### src/sv/fsas_pkg.sv
// Package of types and constants for the single-precision add/subtract unit.
package fsas_pkg;

	typedef struct packed {
		logic        kind;
		logic [31:0] operand_a;
		logic [31:0] operand_b;
	} req_t;

	typedef struct packed {
		logic [31:0] sum_bits;
		logic [1:0]  status;
	} rsp_t;

	localparam logic [1:0] STAT_NORMAL    = 2'd0;
	localparam logic [1:0] STAT_OVERFLOW  = 2'd1;
	localparam logic [1:0] STAT_UNDERFLOW = 2'd2;

	localparam logic [7:0] EXP_ALL_ONES = 8'hFF;

	// Aligned operands after the first stage.
	typedef struct packed {
		logic        sign;
		logic        unlike;
		logic        cancel;
		logic [7:0]  ebig;
		logic [23:0] mbig;
		logic [23:0] msmall;
	} align_t;

	// Raw sum or difference after the second stage.
	typedef struct packed {
		logic        sign;
		logic        unlike;
		logic        zero;
		logic [7:0]  ebig;
		logic [24:0] m;
	} sum_t;

endpackage

### src/sv/float_single_add_sub_unit.sv
// Top level of the pipelined single-precision add/subtract unit.
// A request passes through the aligned-operand, raw-sum and result registers in order;
// its result then waits at the output until it is taken.
// Throughput: one request per cycle while the output is not stalled; the three register
// stages are set by alignment, mantissa add and renormalisation.
// A stall at the output freezes the whole pipeline; nothing is lost.
// Reset (arst_n, asynchronous) clears the stage valid bits only.
module float_single_add_sub_unit (
	input  logic           clk,
	input  logic           arst_n,
	input  logic           in_valid,
	output logic           in_stall,
	input  fsas_pkg::req_t in_data,
	output logic           out_valid,
	input  logic           out_stall,
	output fsas_pkg::rsp_t out_data
);
	import fsas_pkg::*;

	// The pipeline moves as a whole whenever the last stage is free.
	logic   adv;
	align_t aln, aln_s1;
	sum_t   sm, sm_s2;
	rsp_t   rsp;
	logic   v_s1, v_s2, v_s3;

	assign adv      = !(v_s3 && out_stall);
	assign in_stall = !adv;

	fsas_align u_align (.req(in_data), .aln(aln));

	// Stage two forms the sum of like signs or the difference of unlike ones.
	always_comb begin
		sm.sign   = aln_s1.sign;
		sm.unlike = aln_s1.unlike;
		sm.ebig   = aln_s1.ebig;
		if (aln_s1.unlike)
			sm.m = {1'b0, aln_s1.mbig - aln_s1.msmall};
		else
			sm.m = {1'b0, aln_s1.mbig} + {1'b0, aln_s1.msmall};
		sm.zero = aln_s1.unlike && (aln_s1.cancel || sm.m == 25'd0);
	end

	fsas_norm u_norm (.sm(sm_s2), .rsp(rsp));

	always_ff @(posedge clk or negedge arst_n) begin
		if (!arst_n) begin
			v_s1 <= 1'b0;
			v_s2 <= 1'b0;
			v_s3 <= 1'b0;
		end else if (adv) begin
			v_s1 <= in_valid;
			v_s2 <= v_s1;
			v_s3 <= v_s2;
		end
	end

	always_ff @(posedge clk) begin
		if (adv) begin
			aln_s1   <= aln;
			sm_s2    <= sm;
			out_data <= rsp;
		end
	end

	assign out_valid = v_s3;

	// A stalled result must hold until it is taken.
	a_hold: assert property (@(posedge clk) disable iff (!arst_n)
		out_valid && out_stall |=> out_valid && $stable(out_data))
		else $error("result changed under stall");
	// Requests advance one stage per free cycle.
	a_flow: assert property (@(posedge clk) disable iff (!arst_n)
		v_s2 && adv |=> v_s3)
		else $error("request lost between stages");
	// A valid result never carries an undefined status code.
	a_stat: assert property (@(posedge clk) disable iff (!arst_n)
		out_valid |-> out_data.status != 2'd3)
		else $error("bad status");
endmodule

### src/sv/fsas_align.sv
// First stage logic: sign handling, magnitude ordering and mantissa alignment.
module fsas_align (
	input  fsas_pkg::req_t   req,
	output fsas_pkg::align_t aln
);
	import fsas_pkg::*;

	logic [31:0] b;
	logic [31:0] big, sml;
	logic [7:0]  shift;
	logic [23:0] msml;

	always_comb begin
		b = req.operand_b ^ {req.kind, 31'd0};
		if (req.operand_a[30:0] >= b[30:0]) begin
			big = req.operand_a;
			sml = b;
		end else begin
			big = b;
			sml = req.operand_a;
		end
		shift = big[30:23] - sml[30:23];
		msml  = {1'b1, sml[22:0]};
		aln.sign   = big[31];
		aln.unlike = req.operand_a[31] ^ b[31];
		aln.cancel = req.operand_a[30:0] == b[30:0];
		aln.ebig   = big[30:23];
		aln.mbig   = {1'b1, big[22:0]};
		aln.msmall = (shift >= 8'd24) ? 24'd0 : (msml >> shift[4:0]);
	end
endmodule

### src/sv/fsas_norm.sv
// Third stage logic: renormalisation, exponent range checks and packing.
module fsas_norm (
	input  fsas_pkg::sum_t sm,
	output fsas_pkg::rsp_t rsp
);
	import fsas_pkg::*;

	logic [4:0]  lz;
	logic [23:0] m;
	logic [9:0]  e;

	always_comb begin
		lz = 5'd0;
		for (int i = 0; i < 24; i++) begin
			if (sm.m[i]) lz = 5'(23 - i);
		end
		if (!sm.unlike && sm.m[24]) begin
			m = sm.m[24:1];
			e = {2'b00, sm.ebig} + 10'd1;
		end else if (sm.unlike) begin
			m = sm.m[23:0] << lz;
			e = {2'b00, sm.ebig} - {5'd0, lz};
		end else begin
			m = sm.m[23:0];
			e = {2'b00, sm.ebig};
		end
		if (sm.zero) begin
			rsp.sum_bits = 32'd0;
			rsp.status   = STAT_NORMAL;
		end else if (!e[9] && e[8:0] >= 9'd255) begin
			rsp.sum_bits = {sm.sign, EXP_ALL_ONES, 23'd0};
			rsp.status   = STAT_OVERFLOW;
		end else if (e[9] || e == 10'd0) begin
			rsp.sum_bits = {sm.sign, 31'd0};
			rsp.status   = STAT_UNDERFLOW;
		end else begin
			rsp.sum_bits = {sm.sign, e[7:0], m[22:0]};
			rsp.status   = STAT_NORMAL;
		end
	end
endmodule
### config.mk
export PLATFORM = sky130hd
export DESIGN_NAME = float_single_add_sub_unit
export DESIGN_NICKNAME = d
export VERILOG_FILES = /design/src/sv/fsas_pkg.sv /design/src/sv/float_single_add_sub_unit.sv /design/src/sv/fsas_align.sv /design/src/sv/fsas_norm.sv
export SDC_FILE = /design/constraint.sdc
export NUM_CORES = 1
export LEC_CHECK = 0
export ABC_CLOCK_PERIOD_IN_PS = 5340
export BUFFER_PORTS_ARGS = -buffer_cell sky130_fd_sc_hd__buf_2
export CAP_MARGIN = 20
export CORE_MARGIN = 2
export CORE_UTILIZATION = 40
export DETAILED_ROUTE_END_ITERATION = 10
export RECOVER_POWER = 25
export SLEW_MARGIN = 30
export SYNTH_ARGS = -nofsm -noshare
export SYNTH_HDL_FRONTEND = slang
export SYNTH_SLANG_ARGS = --single-unit
export TNS_END_PERCENT = 5
### constraint.sdc
create_clock -name clk -period 5.34 [get_ports clk]
set_input_delay 0 -clock clk [delete_from_list [all_inputs] [get_ports clk]]
set_output_delay 0 -clock clk [all_outputs]
set_load 0.02 [all_outputs]
==> Word level (Yosys, flattened, before mapping) <==
Cells that the tools add are included.
{ "op_classes": {"add_sub_neg": 5, "shift": 2, "magnitude_cmp": 3, "multipliers": 0, "eq_ne": 1, "reduce_logical": 12, "div_mod_pow": 0, "bitwise": 2, "n_mux": 33} }
{ "op_table": {"columns": ["op", "count"], "rows": [
  ["2-to-1 mux 5 bit", 24],
  ["2-to-1 mux 33 bit", 2],
  ["2-to-1 mux 23 bit", 2],
  ["2-to-1 mux 32 bit", 1],
  ["XOR 32 bit", 1],
  ["== test 31 bit", 1],
  ["greater-or-equal comparator 31 bit", 1],
  ["2-to-1 mux 31 bit", 1],
  ["adder 24 x 24 -> 25 bit", 1],
  ["zero test 25 bit", 1],
  ["2-to-1 mux 25 bit", 1],
  ["left shift 24 x 5 -> 23 bit", 1],
  ["right shift 24 x 5 -> 24 bit", 1],
  ["subtractor 24 bit", 1],
  ["2-to-1 mux 10 bit", 2],
  ["zero test 10 bit", 1],
  ["adder 8 x 1 -> 9 bit (second input constant)", 1],
  ["greater-or-equal comparator 9 x 8 -> 1 bit (second input constant)", 1],
  ["subtractor 8 x 5 -> 9 bit", 1],
  ["greater-or-equal comparator 8 x 5 -> 1 bit (second input constant)", 1],
  ["subtractor 8 bit", 1],
  ["logical AND 1 bit", 4],
  ["OR reduction 3 bit", 1],
  ["zero test 1 bit", 2],
  ["other kinds (3)", 4]
]} }
{ "word_totals": {"memories": 0, "ramBits": 0, "latchBits": 0, "register_bits": 131, "romBits": 0, "word_cells": 76, "out_inout_bits": 36} }

==> Depth between registers and ports, before layout <==
Gate-level depths: netlist of the first run.
{ "depth": {"depth_word": 31, "depth_mapped": 25, "depth_no_buf": 22} }

==> By module <==
Synthesis of the first run repeated with hierarchy kept, for this count alone.
{ "unflattened": {"hier_cells": 1423, "hier_area_um2": 12953.7} }
{ "modules_own_cells": {"columns": ["module", "cells_per_inst", "instances", "seq_area_each_um2", "area_each_um2"], "rows": [
  ["float_single_add_sub_unit", 561, 1, 3948.8, 6757.7],
  ["fsas_align", 443, 1, 0.0, 3442.1],
  ["fsas_norm", 419, 1, 0.0, 2753.9]
]} }

==> Worst setup path after synthesis of the first run <==
Ideal clock, no wire load.
{ "synth_timing": {"path_kind": "input to register", "startpoint": "input in_data[19] (netlist bit)", "endpoint": "register aln_s1[2] (netlist bit) (data pin)", "arrival_time_ns": 4.906, "setup_time_ns": 0.262, "setup_slack_ns": 0.172, "required_ns": 5.078, "stages": 20, "path_cell_list": "inv_1 -> ha_1 -> a21o_1 -> a2111oi_4 -> o22ai_2 -> a21o_1 -> buf_6 -> nor2_4 -> buf_2 -> clkbuf_1 -> mux2_2 -> ha_1 -> clkbuf_1 -> clkbuf_1 -> clkbuf_1 -> mux4_2 -> mux2i_1 -> mux2i_1 -> a22oi_1 -> a21oi_1"} }
{ "synth_via": {"elab_chain_len": 5, "word_cells_on_any_way": 7, "classes_between": "add/sub: 1; order compare: 2; shift: 1; mux: 2; bitwise: 1"} }
{ "synth_rtl": {"columns": ["element", "line_no", "source"], "rows": [
  ["from (decl)", "float_single_add_sub_unit.sv:13", "input fsas_pkg::req_t in_data,"],
  ["XOR 32 bit *", "fsas_align.sv:14", "b = req.operand_b ^ {req.kind, 31'd0};"],
  ["greater-or-equal comparator 31 bit", "fsas_align.sv:15", "if (req.operand_a[30:0] >= b[30:0]) begin"],
  ["2-to-1 mux 32 bit or 2-to-1 mux 31 bit (tied branches)", "fsas_align.sv:15", null],
  ["subtractor 8 bit", "fsas_align.sv:22", "shift = big[30:23] - sml[30:23];"],
  ["greater-or-equal comparator 8 x 5 -> 1 bit or right shift 24 x 5 -> 24 bit (tied branches)", "fsas_align.sv:29", "aln.msmall = (shift >= 8'd24) ? 24'd0 : (msml >> shift[4:0]);"],
  ["to (signal assigned)", "float_single_add_sub_unit.sv:60", "aln_s1 <= aln;"],
  ["to (decl)", "float_single_add_sub_unit.sv:22", "align_t aln, aln_s1;"]
]} }
Mark *: on every way between the ends. The rest lies on a longest branch, timed or not.
A chain may end at the register's enable or synchronous reset.

==> Final worst setup path of the first run <==
{ "layout_timing": {"startpoint": "input in_data[26] (netlist bit)", "endpoint": "register aln_s1[22] (netlist bit) (data pin)"} }
The elaborated chain is that of the path after synthesis.

==> impl_metrics.xml, run 1 <==
<?xml version="1.0" encoding="UTF-8"?>
<metrics>
  <group name="run_status">
    <metric name="status" unit="">finished, violations left</metric>
    <metric name="violations" unit="">max-capacitance violations, max-slew violations</metric>
  </group>
  <group name="floorplanning">
    <metric name="dieArea" unit="um2">30900</metric>
    <metric name="io_pins" unit="">105</metric>
    <metric name="die_w" unit="um">176</metric>
    <metric name="die_height" unit="um">176</metric>
    <metric name="initial_utilization" unit="%">40.9</metric>
    <metric name="fp-row-count" unit="">62</metric>
    <metric name="core-area" unit="um2">28900</metric>
  </group>
  <group name="drt">
    <metric name="wl_met3" unit="um">1840</metric>
    <metric name="via_count" unit="">10437</metric>
    <metric name="pre_repair_dr_iteration_count" unit="">5</metric>
    <metric name="drt-initial-drc-count" unit="">921</metric>
    <metric name="detail_route.vias_per_cell" unit="">5.75</metric>
    <metric name="route.final.wire_length" unit="um">32500</metric>
    <metric name="route.top_layer_used" unit="">met4</metric>
    <metric name="post-route-drc-count" unit="">0</metric>
    <metric name="post_drt_wl_per_cell" unit="um">17.9</metric>
    <metric name="met2_length" unit="um">14800</metric>
    <metric name="wl_met1" unit="um">15000</metric>
    <metric name="drtAntennaViolNets" unit="">0</metric>
  </group>
  <group name="global_route">
    <metric name="largest_net_degree_at_the_start_of_global_routing" unit="">79</metric>
    <metric name="first_global_vias" unit="">9873</metric>
    <metric name="first_pass_grt_wire_length" unit="um">51900</metric>
    <metric name="overall_routing_resource_usage" unit="%">21.0</metric>
    <metric name="grt_remaining_overflow" unit="">0</metric>
    <metric name="grt_antenna_before_repair" unit="">0</metric>
  </group>
  <group name="setup_path">
    <metric name="timing.critical_path.from_type" unit="">primary input</metric>
    <metric name="setup.worst_path.class" unit="">primary input to flip-flop</metric>
    <metric name="cp.arrival" unit="ps">5100</metric>
    <metric name="path_max_fanout" unit="">16</metric>
    <metric name="worst_ep_required_time" unit="ps">5580</metric>
    <metric name="setup.reg_to_reg.worst_slack" unit="ps">510</metric>
    <metric name="cp-end-kind" unit="">flip-flop</metric>
  </group>
  <group name="timing">
    <metric name="finClkSkew" unit="ps">13.0</metric>
    <metric name="setup_viol_count_final" unit="">0</metric>
    <metric name="slew_headroom" unit="%">-108</metric>
    <metric name="holdWs" unit="ps">13.1</metric>
    <metric name="finalWorstPathRequiredPeriod" unit="ps">4860</metric>
    <metric name="grt_setup_unrepaired" unit="">false</metric>
    <metric name="fmax" unit="GHz">0.206</metric>
    <metric name="timing.final.max_slew_violations" unit="">79</metric>
    <metric name="setup_total_negative_slack" unit="ps">0</metric>
    <metric name="final.period_utilization" unit="%">91.0</metric>
    <metric name="worst_slew_pin_slew" unit="ps">3110</metric>
    <metric name="hold_viol" unit="">0</metric>
  </group>
  <group name="synth">
    <metric name="post_synthesis_net_count" unit="">1478</metric>
    <metric name="synthDominantCellAreaShare" unit="%">32.6</metric>
    <metric name="yosys_warnings" unit="">0</metric>
    <metric name="synth.lib_cells_used.distinct" unit="">89</metric>
    <metric name="synth-seq-area-share" unit="%">33.2</metric>
    <metric name="synth_area" unit="um2">11800</metric>
    <metric name="synth-edff-count" unit="">128</metric>
    <metric name="postSynth.asyncResetShare" unit="%">2.29</metric>
    <metric name="synth.largest_area_cell" unit="">edfxtp_1</metric>
    <metric name="dominantRegCellSynth" unit="">edfxtp_1</metric>
    <metric name="synthesis.instances" unit="">1321</metric>
    <metric name="synth_area_leaders" unit="">edfxtp_1 33%, ha_1 9.0%, mux2i_1 5.6%</metric>
    <metric name="post_synth.cell_area_avg" unit="um2">8.93</metric>
    <metric name="synth.ff_latch_count" unit="">131</metric>
    <metric name="post-synth-top-count-cell" unit="">edfxtp_1</metric>
    <metric name="synth_common_cells" unit="">128 x edfxtp_1, 127 x nand2_1, 102 x a21oi_1, 102 x nor2_1, 101 x inv_1</metric>
  </group>
  <group name="finish">
    <metric name="layout_cell_share_with_drive_strength_beyond_1" unit="%">13.5</metric>
    <metric name="finalNonFillerCells" unit="">1816</metric>
    <metric name="antenna-diode-count" unit="">0</metric>
    <metric name="fin_nets" unit="">1576</metric>
    <metric name="stdcell_area" unit="um2">13600</metric>
    <metric name="post_synthesis_to_final_layout_area_growth" unit="%">15.0</metric>
  </group>
  <group name="place">
    <metric name="final_weighted_congestion_in_routability_driven_placement" unit="">0.948</metric>
    <metric name="place_hpwl" unit="um">25100</metric>
    <metric name="post_dp_cell_area" unit="um2">12700</metric>
    <metric name="placed_cells_incl_taps" unit="">1755</metric>
    <metric name="buffer_ports.inserted" unit="">104</metric>
  </group>
  <group name="job">
    <metric name="cap_violations" unit="">1</metric>
  </group>
  <group name="clocking">
    <metric name="clock_path_buffers" unit="">2</metric>
    <metric name="ctsHtreeMaxLevel" unit="">4</metric>
    <metric name="numCtsBuffers" unit="">17</metric>
    <metric name="root_buffer_cell" unit="">clkbuf_16</metric>
    <metric name="clock_sinks" unit="">131</metric>
    <metric name="path_clk_slew" unit="ps">60</metric>
    <metric name="post_cts_resize_count" unit="">0</metric>
    <metric name="cts_tree" unit="">done</metric>
    <metric name="clock_insertion_delay_worst_skew" unit="ps">430</metric>
  </group>
  <group name="hold_path">
    <metric name="hold_path_class" unit="">primary input to flip-flop</metric>
  </group>
  <group name="pwr">
    <metric name="p_leak" unit="nW">5.55</metric>
    <metric name="vdd_ir_drop_max" unit="uV">289</metric>
    <metric name="power_per_cell_area" unit="nW/um2">488</metric>
  </group>
</metrics>
worst max-delay path, stage by stage:
cell,delay (ps)
dlygate4sd3_1,510
buf_2,160
inv_1,110
ha_1,440
o21ai_1,130
o21ai_1,80
a211oi_1,240
o21bai_1,190
a21o_1,330
nor2_4,160
mux2_2,340
ha_1,220
a32o_1,220
a311oi_2,380
a21boi_1,240
o32ai_1,120
xor2_1,160
a2111o_1,460
nand2b_4,300
nor4b_2,270
path summary, 6_finish.rpt:
path                              from           end  cells after the start
setup / recovery           in_data[26]    aln_s1[22]                     20
hold / removal             in_data[31]    aln_s1[57]                      3
setup reg to reg              sm_s2[0]  out_data[24]                     22
hold reg to reg             aln_s1[55]     sm_s2[32]                      0
max in group asynchronous       arst_n     out_valid                      3
min in group asynchronous       arst_n          v_s1                      3
final cells by class:
class                           count  area (um2)
Timing Repair Buffer              159         973
Tap cell                          384         480
Fill cell                        2799       15300
Clock inverter                     12         205
Sequential cell                   131        3920
Clock buffer                       20         447
Inverter                          104         390
Multi-Input combinational cell   1006        7150
power by group:
group	switching (mW)	total, mW	internal [mW]
clock network	0.445	1.29	0.843
logic	2.10	3.37	1.27
registers	0.347	1.96	1.61
total	2.89	6.62	3.73
repair_timing:
action | in CTS | in global routing
endpoints found under the hold margin | 30 | 0
hold buffers | 29 | 0
setup buffers | 0 | 0
endpoints found under the setup margin | 0 | 0
placed cells by master, fill, tap and decap left out, types with 23 or more instances in the layout:
cell type	n
a211oi_1	23
a21oi_1	102
buf_2	68
buf_4	25
clkbuf_1	38
dlygate4sd3_1	29
edfxtp_1	128
ha_1	85
inv_1	101
mux2i_1	66
nand2_1	127
nand3_1	30
nor2_1	102
nor3_1	34
o21ai_0	92
xnor2_1	25
flip-flops by register name, indices dropped and copies added (netlist names):
register / flops
v_s1: 1
out_valid: 1
v_s2: 1
aln_s1: 58
sm_s2: 36
out_data: 34
metal layers:
| layer | vias to the layer above | track usage (%) |
|---|---|---|
| met5 | - | 0 |
| met4 | 0 | 7.64 |
| met3 | 55 | 2.79 |
| met2 | 397 | 33.9 |
| met1 | 4891 | 28.9 |
| li1 | 5094 | - |
stage by stage:
step / power [mW] / util [%] / setup slack [ps]
floorplan: 4.33 / - / 172
global placement: 5.29 / 43.9 / 671
detailed placement: 5.28 / 43.9 / 631
CTS: 6.61 / 47.2 / 529
global route: 7.05 / 47.0 / 37.8
finish: 6.62 / 47.0 / 482
logic make-up (layout without fill, tap and decap cells):
group,count (synthesis),after routing,synth area share [%]
buffers and inverters,184,295,6.27
adders and majority gates,88,88,9.53
and+or+nand+nor,401,401,16.2
DFF,131,131,33.2
muxes,103,103,11.1
xor gates and xnor gates,34,34,2.52
AOI/OAI and AO/OA,380,380,21.2
Note: power is estimated with default switching activity, not from simulation.
==> run 2, diff against run 1 <==
--- a/config.mk
+++ b/config.mk
@@ -11,9 +11,11 @@
 export CORE_MARGIN = 2
 export CORE_UTILIZATION = 40
 export DETAILED_ROUTE_END_ITERATION = 10
+export HOLD_SLACK_MARGIN = 0.02
 export RECOVER_POWER = 25
 export SLEW_MARGIN = 30
 export SYNTH_ARGS = -nofsm -noshare
 export SYNTH_HDL_FRONTEND = slang
+export SYNTH_HIERARCHICAL = 1
 export SYNTH_SLANG_ARGS = --single-unit
 export TNS_END_PERCENT = 5
==> run 2 against run 1 <==
  * The run still ends with max-capacitance violations, max-slew violations left
  * Area after synthesis is 9.8% higher
  * Via count is 9.6% higher
  * Global-route usage is 0.32 points higher
  * Total power is 11% higher
  * Count of clock-buffer cells in the layout is 3 lower
  * Critical endpoint is now out_data[23]
==> impl_metrics.xml, run 2 <==
<?xml version="1.0" encoding="UTF-8"?>
<metrics>
  <group name="synth">
    <metric name="synth-seq-area-share" unit="%">30.5</metric>
    <metric name="postSynth.asyncResetShare" unit="%">2.27</metric>
    <metric name="synth-edff-count" unit="">129</metric>
    <metric name="post_synth_xor_area_fraction" unit="%">2.37</metric>
    <metric name="synth.lib_cells_used.distinct" unit="">107</metric>
    <metric name="synth_area" unit="um2">13000</metric>
    <metric name="post-synth-top-count-cell" unit="">edfxtp_1</metric>
    <metric name="dominant_combinational_cell_family_by_area_after_synthesis" unit="">compound AO/OA/AOI/OAI gates</metric>
    <metric name="synth.largest_area_cell" unit="">edfxtp_1</metric>
    <metric name="synthesis.instances" unit="">1423</metric>
    <metric name="post_synthesis_net_count" unit="">1581</metric>
    <metric name="yosys_warnings" unit="">6</metric>
    <metric name="synthesized_area_fraction_occupied_by_adder_cells" unit="%">8.77</metric>
    <metric name="synth_common_cells" unit="">129 x edfxtp_1, 113 x nand2_1, 103 x inv_1</metric>
    <metric name="synth.ff_latch_count" unit="">132</metric>
    <metric name="dominantRegCellSynth" unit="">edfxtp_1</metric>
    <metric name="synthDominantCellAreaShare" unit="%">29.9</metric>
    <metric name="post_synth.cell_area_avg" unit="um2">9.10</metric>
    <metric name="synth_simple_gate_area_share" unit="%">17.6</metric>
    <metric name="yosys-mux-area-fraction" unit="%">10.9</metric>
    <metric name="compound_gate_portion_of_the_synthesized_area" unit="%">22.9</metric>
    <metric name="synth_area_leaders" unit="">edfxtp_1 30%, ha_1 8.3%, mux4_2 4.3%</metric>
  </group>
  <group name="clocking">
    <metric name="cts_tree" unit="">done</metric>
    <metric name="root_buffer_cell" unit="">clkbuf_16</metric>
    <metric name="post_cts_resize_count" unit="">0</metric>
    <metric name="path_clk_slew" unit="ps">70</metric>
    <metric name="clock_path_buffers" unit="">2</metric>
    <metric name="ctsHtreeMaxLevel" unit="">4</metric>
    <metric name="postCtsSetupRepairBufs" unit="">0</metric>
    <metric name="numCtsBuffers" unit="">17</metric>
    <metric name="clock_insertion_delay_worst_skew" unit="ps">430</metric>
    <metric name="clock_sinks" unit="">132</metric>
  </group>
  <group name="place">
    <metric name="place_hpwl" unit="um">27600</metric>
    <metric name="buffer_ports.inserted" unit="">104</metric>
    <metric name="placed_cells_incl_taps" unit="">1852</metric>
    <metric name="final_weighted_congestion_in_routability_driven_placement" unit="">0.939</metric>
  </group>
  <group name="drt">
    <metric name="via_count" unit="">11444</metric>
    <metric name="drt-initial-drc-count" unit="">1285</metric>
    <metric name="post-route-drc-count" unit="">0</metric>
    <metric name="detail_route.vias_per_cell" unit="">5.94</metric>
    <metric name="post_drt_wl_per_cell" unit="um">18.7</metric>
    <metric name="pre_repair_dr_iteration_count" unit="">6</metric>
    <metric name="drtAntennaViolNets" unit="">0</metric>
    <metric name="route.final.wire_length" unit="um">36000</metric>
  </group>
  <group name="timing">
    <metric name="setup_total_negative_slack" unit="ps">0</metric>
    <metric name="grt_setup_unrepaired" unit="">false</metric>
    <metric name="fmax" unit="GHz">0.204</metric>
    <metric name="slew_headroom" unit="%">-126</metric>
    <metric name="worst_slew_pin_slew" unit="ps">3370</metric>
    <metric name="holdWs" unit="ps">14.1</metric>
    <metric name="setup_viol_count_final" unit="">0</metric>
    <metric name="timing.final.max_slew_violations" unit="">131</metric>
    <metric name="finClkSkew" unit="ps">9.33</metric>
    <metric name="hold_viol" unit="">0</metric>
    <metric name="finalWorstPathRequiredPeriod" unit="ps">4900</metric>
    <metric name="final.period_utilization" unit="%">91.8</metric>
  </group>
  <group name="finish">
    <metric name="finalNonFillerCells" unit="">1926</metric>
    <metric name="max_flop_register" unit="">aln_s1</metric>
    <metric name="layout.cells.most_common" unit="">edfxtp_1</metric>
    <metric name="biggestRegsByFlops" unit="">aln_s1: 59 flops, sm_s2: 36 flops, out_data: 34 flops</metric>
    <metric name="post_synthesis_to_final_layout_area_growth" unit="%">12.9</metric>
    <metric name="layout_cell_share_with_drive_strength_beyond_1" unit="%">14.6</metric>
    <metric name="mostFrequentLayoutCells" unit="">129 x edfxtp_1, 113 x nand2_1, 103 x inv_1, 98 x a21oi_1, 90 x o21ai_0</metric>
    <metric name="fin_nets" unit="">1669</metric>
    <metric name="antenna-diode-count" unit="">0</metric>
    <metric name="n_fill_cell" unit="">3043</metric>
    <metric name="largest_reg_flops" unit="">59</metric>
  </group>
  <group name="pwr">
    <metric name="p_leak" unit="nW">5.68</metric>
    <metric name="power_per_cell_area" unit="nW/um2">503</metric>
    <metric name="vdd_ir_drop_max" unit="uV">174</metric>
  </group>
  <group name="global_route">
    <metric name="grt_antenna_before_repair" unit="">0</metric>
    <metric name="largest_net_degree_at_the_start_of_global_routing" unit="">86</metric>
    <metric name="first_pass_grt_wire_length" unit="um">57400</metric>
    <metric name="grt_remaining_overflow" unit="">0</metric>
    <metric name="first_global_vias" unit="">10857</metric>
    <metric name="overall_routing_resource_usage" unit="%">21.3</metric>
  </group>
  <group name="setup_path">
    <metric name="setup.worst_path.class" unit="">flip-flop to flip-flop</metric>
    <metric name="endpoint" unit="">out_data[23]</metric>
    <metric name="critical_path.slowest_cell" unit="">nor4_1</metric>
    <metric name="cp-end-kind" unit="">flip-flop</metric>
    <metric name="setup.reg_to_reg.worst_slack" unit="ps">440</metric>
    <metric name="reg2regPathDepth" unit="">13</metric>
    <metric name="critical_path.reg2reg.endpoint" unit="">out_data[23]</metric>
    <metric name="cp-startpoint" unit="">sm_s2[17]</metric>
    <metric name="path_max_fanout" unit="">23</metric>
    <metric name="crit-reg2reg-launch" unit="">sm_s2[17]</metric>
    <metric name="worst_ep_required_time" unit="ps">5500</metric>
    <metric name="cp.arrival" unit="ps">5070</metric>
    <metric name="crit_chain" unit="">nor4_1, o211a_1, clkinv_1, ha_1, or2_2, o221ai_1, a22oi_1, xor2_1, or4_1, o31a_1, nand2_1, buf_4, o22ai_1</metric>
    <metric name="timing.critical_path.from_type" unit="">flip-flop</metric>
    <metric name="slowest_delay" unit="ps">620</metric>
  </group>
  <group name="hold_path">
    <metric name="hold_path_class" unit="">primary input to flip-flop</metric>
    <metric name="min-delay-start" unit="">in_data[5]</metric>
  </group>
  <group name="floorplanning">
    <metric name="dieArea" unit="um2">33800</metric>
    <metric name="io_pins" unit="">105</metric>
    <metric name="core-area" unit="um2">31700</metric>
    <metric name="fp-row-count" unit="">65</metric>
    <metric name="die_height" unit="um">184</metric>
    <metric name="initial_utilization" unit="%">40.8</metric>
    <metric name="die_w" unit="um">184</metric>
  </group>
  <group name="run_status">
    <metric name="status" unit="">finished, violations left</metric>
    <metric name="violations" unit="">max-capacitance violations, max-slew violations</metric>
  </group>
  <group name="job">
    <metric name="cap_violations" unit="">2</metric>
  </group>
</metrics>
run 2: cell count changes after synthesis, sizes merged, moves of 8 or more:
cell / change
a211oi: +27
buf: +31
clkbuf: -19
mux2: +11
mux2i: -12
nand2: -13
nand3: +10
nor2: -19
nor2b: +10
nor3: +8
o211ai: +15
o22ai: -10
or2: +9
or4: +9
run 2: worst min path at each step:
stage / to / slack, ps / cells past startpoint
floorplan: out_valid / -300 / 0
global placement: out_valid / -200 / 1
detailed placement: out_valid / -200 / 1
CTS: aln_s1[29] / 20 / 3
global route: aln_s1[29] / 40 / 3
finish: aln_s1[29] / 10 / 3
run 2: cells by family after synthesis:
family / count (synthesis)
simple gates: 436
compound gates: 423
buf+inv: 201
flops: 132
mux: 106
fa+ha+maj: 89
xor+xnor: 35
other cells: 1
run 2: worst max-delay path, delay by kind of cell (launching register included):
family / cells / cell delay (ps)
simple gates: 4 / 1520
compound gates: 5 / 1350
buf+inv: 2 / 680
flops: 1 / 540
fa+ha+maj: 1 / 350
xor+xnor: 1 / 180
run 2: repair_timing:
| action | CTS | global route |
|---|---|---|
| hold buffers | 42 | 0 |
| endpoints found under the hold margin | 37 | 0 |
| endpoints found under the setup margin | 0 | 0 |
run 2: area by class of cell:
class                      count  area (um2)  share of cell area (%)
clock inverter                15         225                    1.54
multi-input combinational   1090        8110                    55.4
tap                          402         503                    3.44
inverter                     109         409                    2.80
clock buffer                  17         425                    2.91
sequential                   132        3950                    27.0
timing repair buffer         161        1010                    6.88
run 2: routing by layer:
layer	wire length, um	part of all wire (%)	up-vias	GRT usage (%)
met3	1700	4.7	81	2.54
met4	1370	3.8	0	9.98
met5	0	0	-	0
met2	17100	47	428	35.9
met1	15800	44	5397	27.4
li1	-	-	5538	-
run 2: per-stage QoR:
stage / utilization (%) / cell area (um2) / worst slack, ps / total power [mW]
floorplan: - / 13000 / 1080 / 4.99
global placement: 42.9 / 13600 / 715 / 5.98
detailed placement: 42.9 / 13600 / 587 / 5.97
CTS: 46.3 / 14700 / 548 / 7.32
global route: 46.1 / 14600 / 115 / 7.81
finish: 46.1 / 14600 / 436 / 7.35
run 2: power by group:
| part | leakage (nW) | switching (mW) | internal (mW) |
|---|---|---|---|
| Sequential | 1.37 | 0.353 | 1.65 |
| Clock | 0.310 | 0.471 | 0.833 |
| Combinational | 4.00 | 2.57 | 1.47 |
| Total | 5.68 | 3.39 | 3.96 |
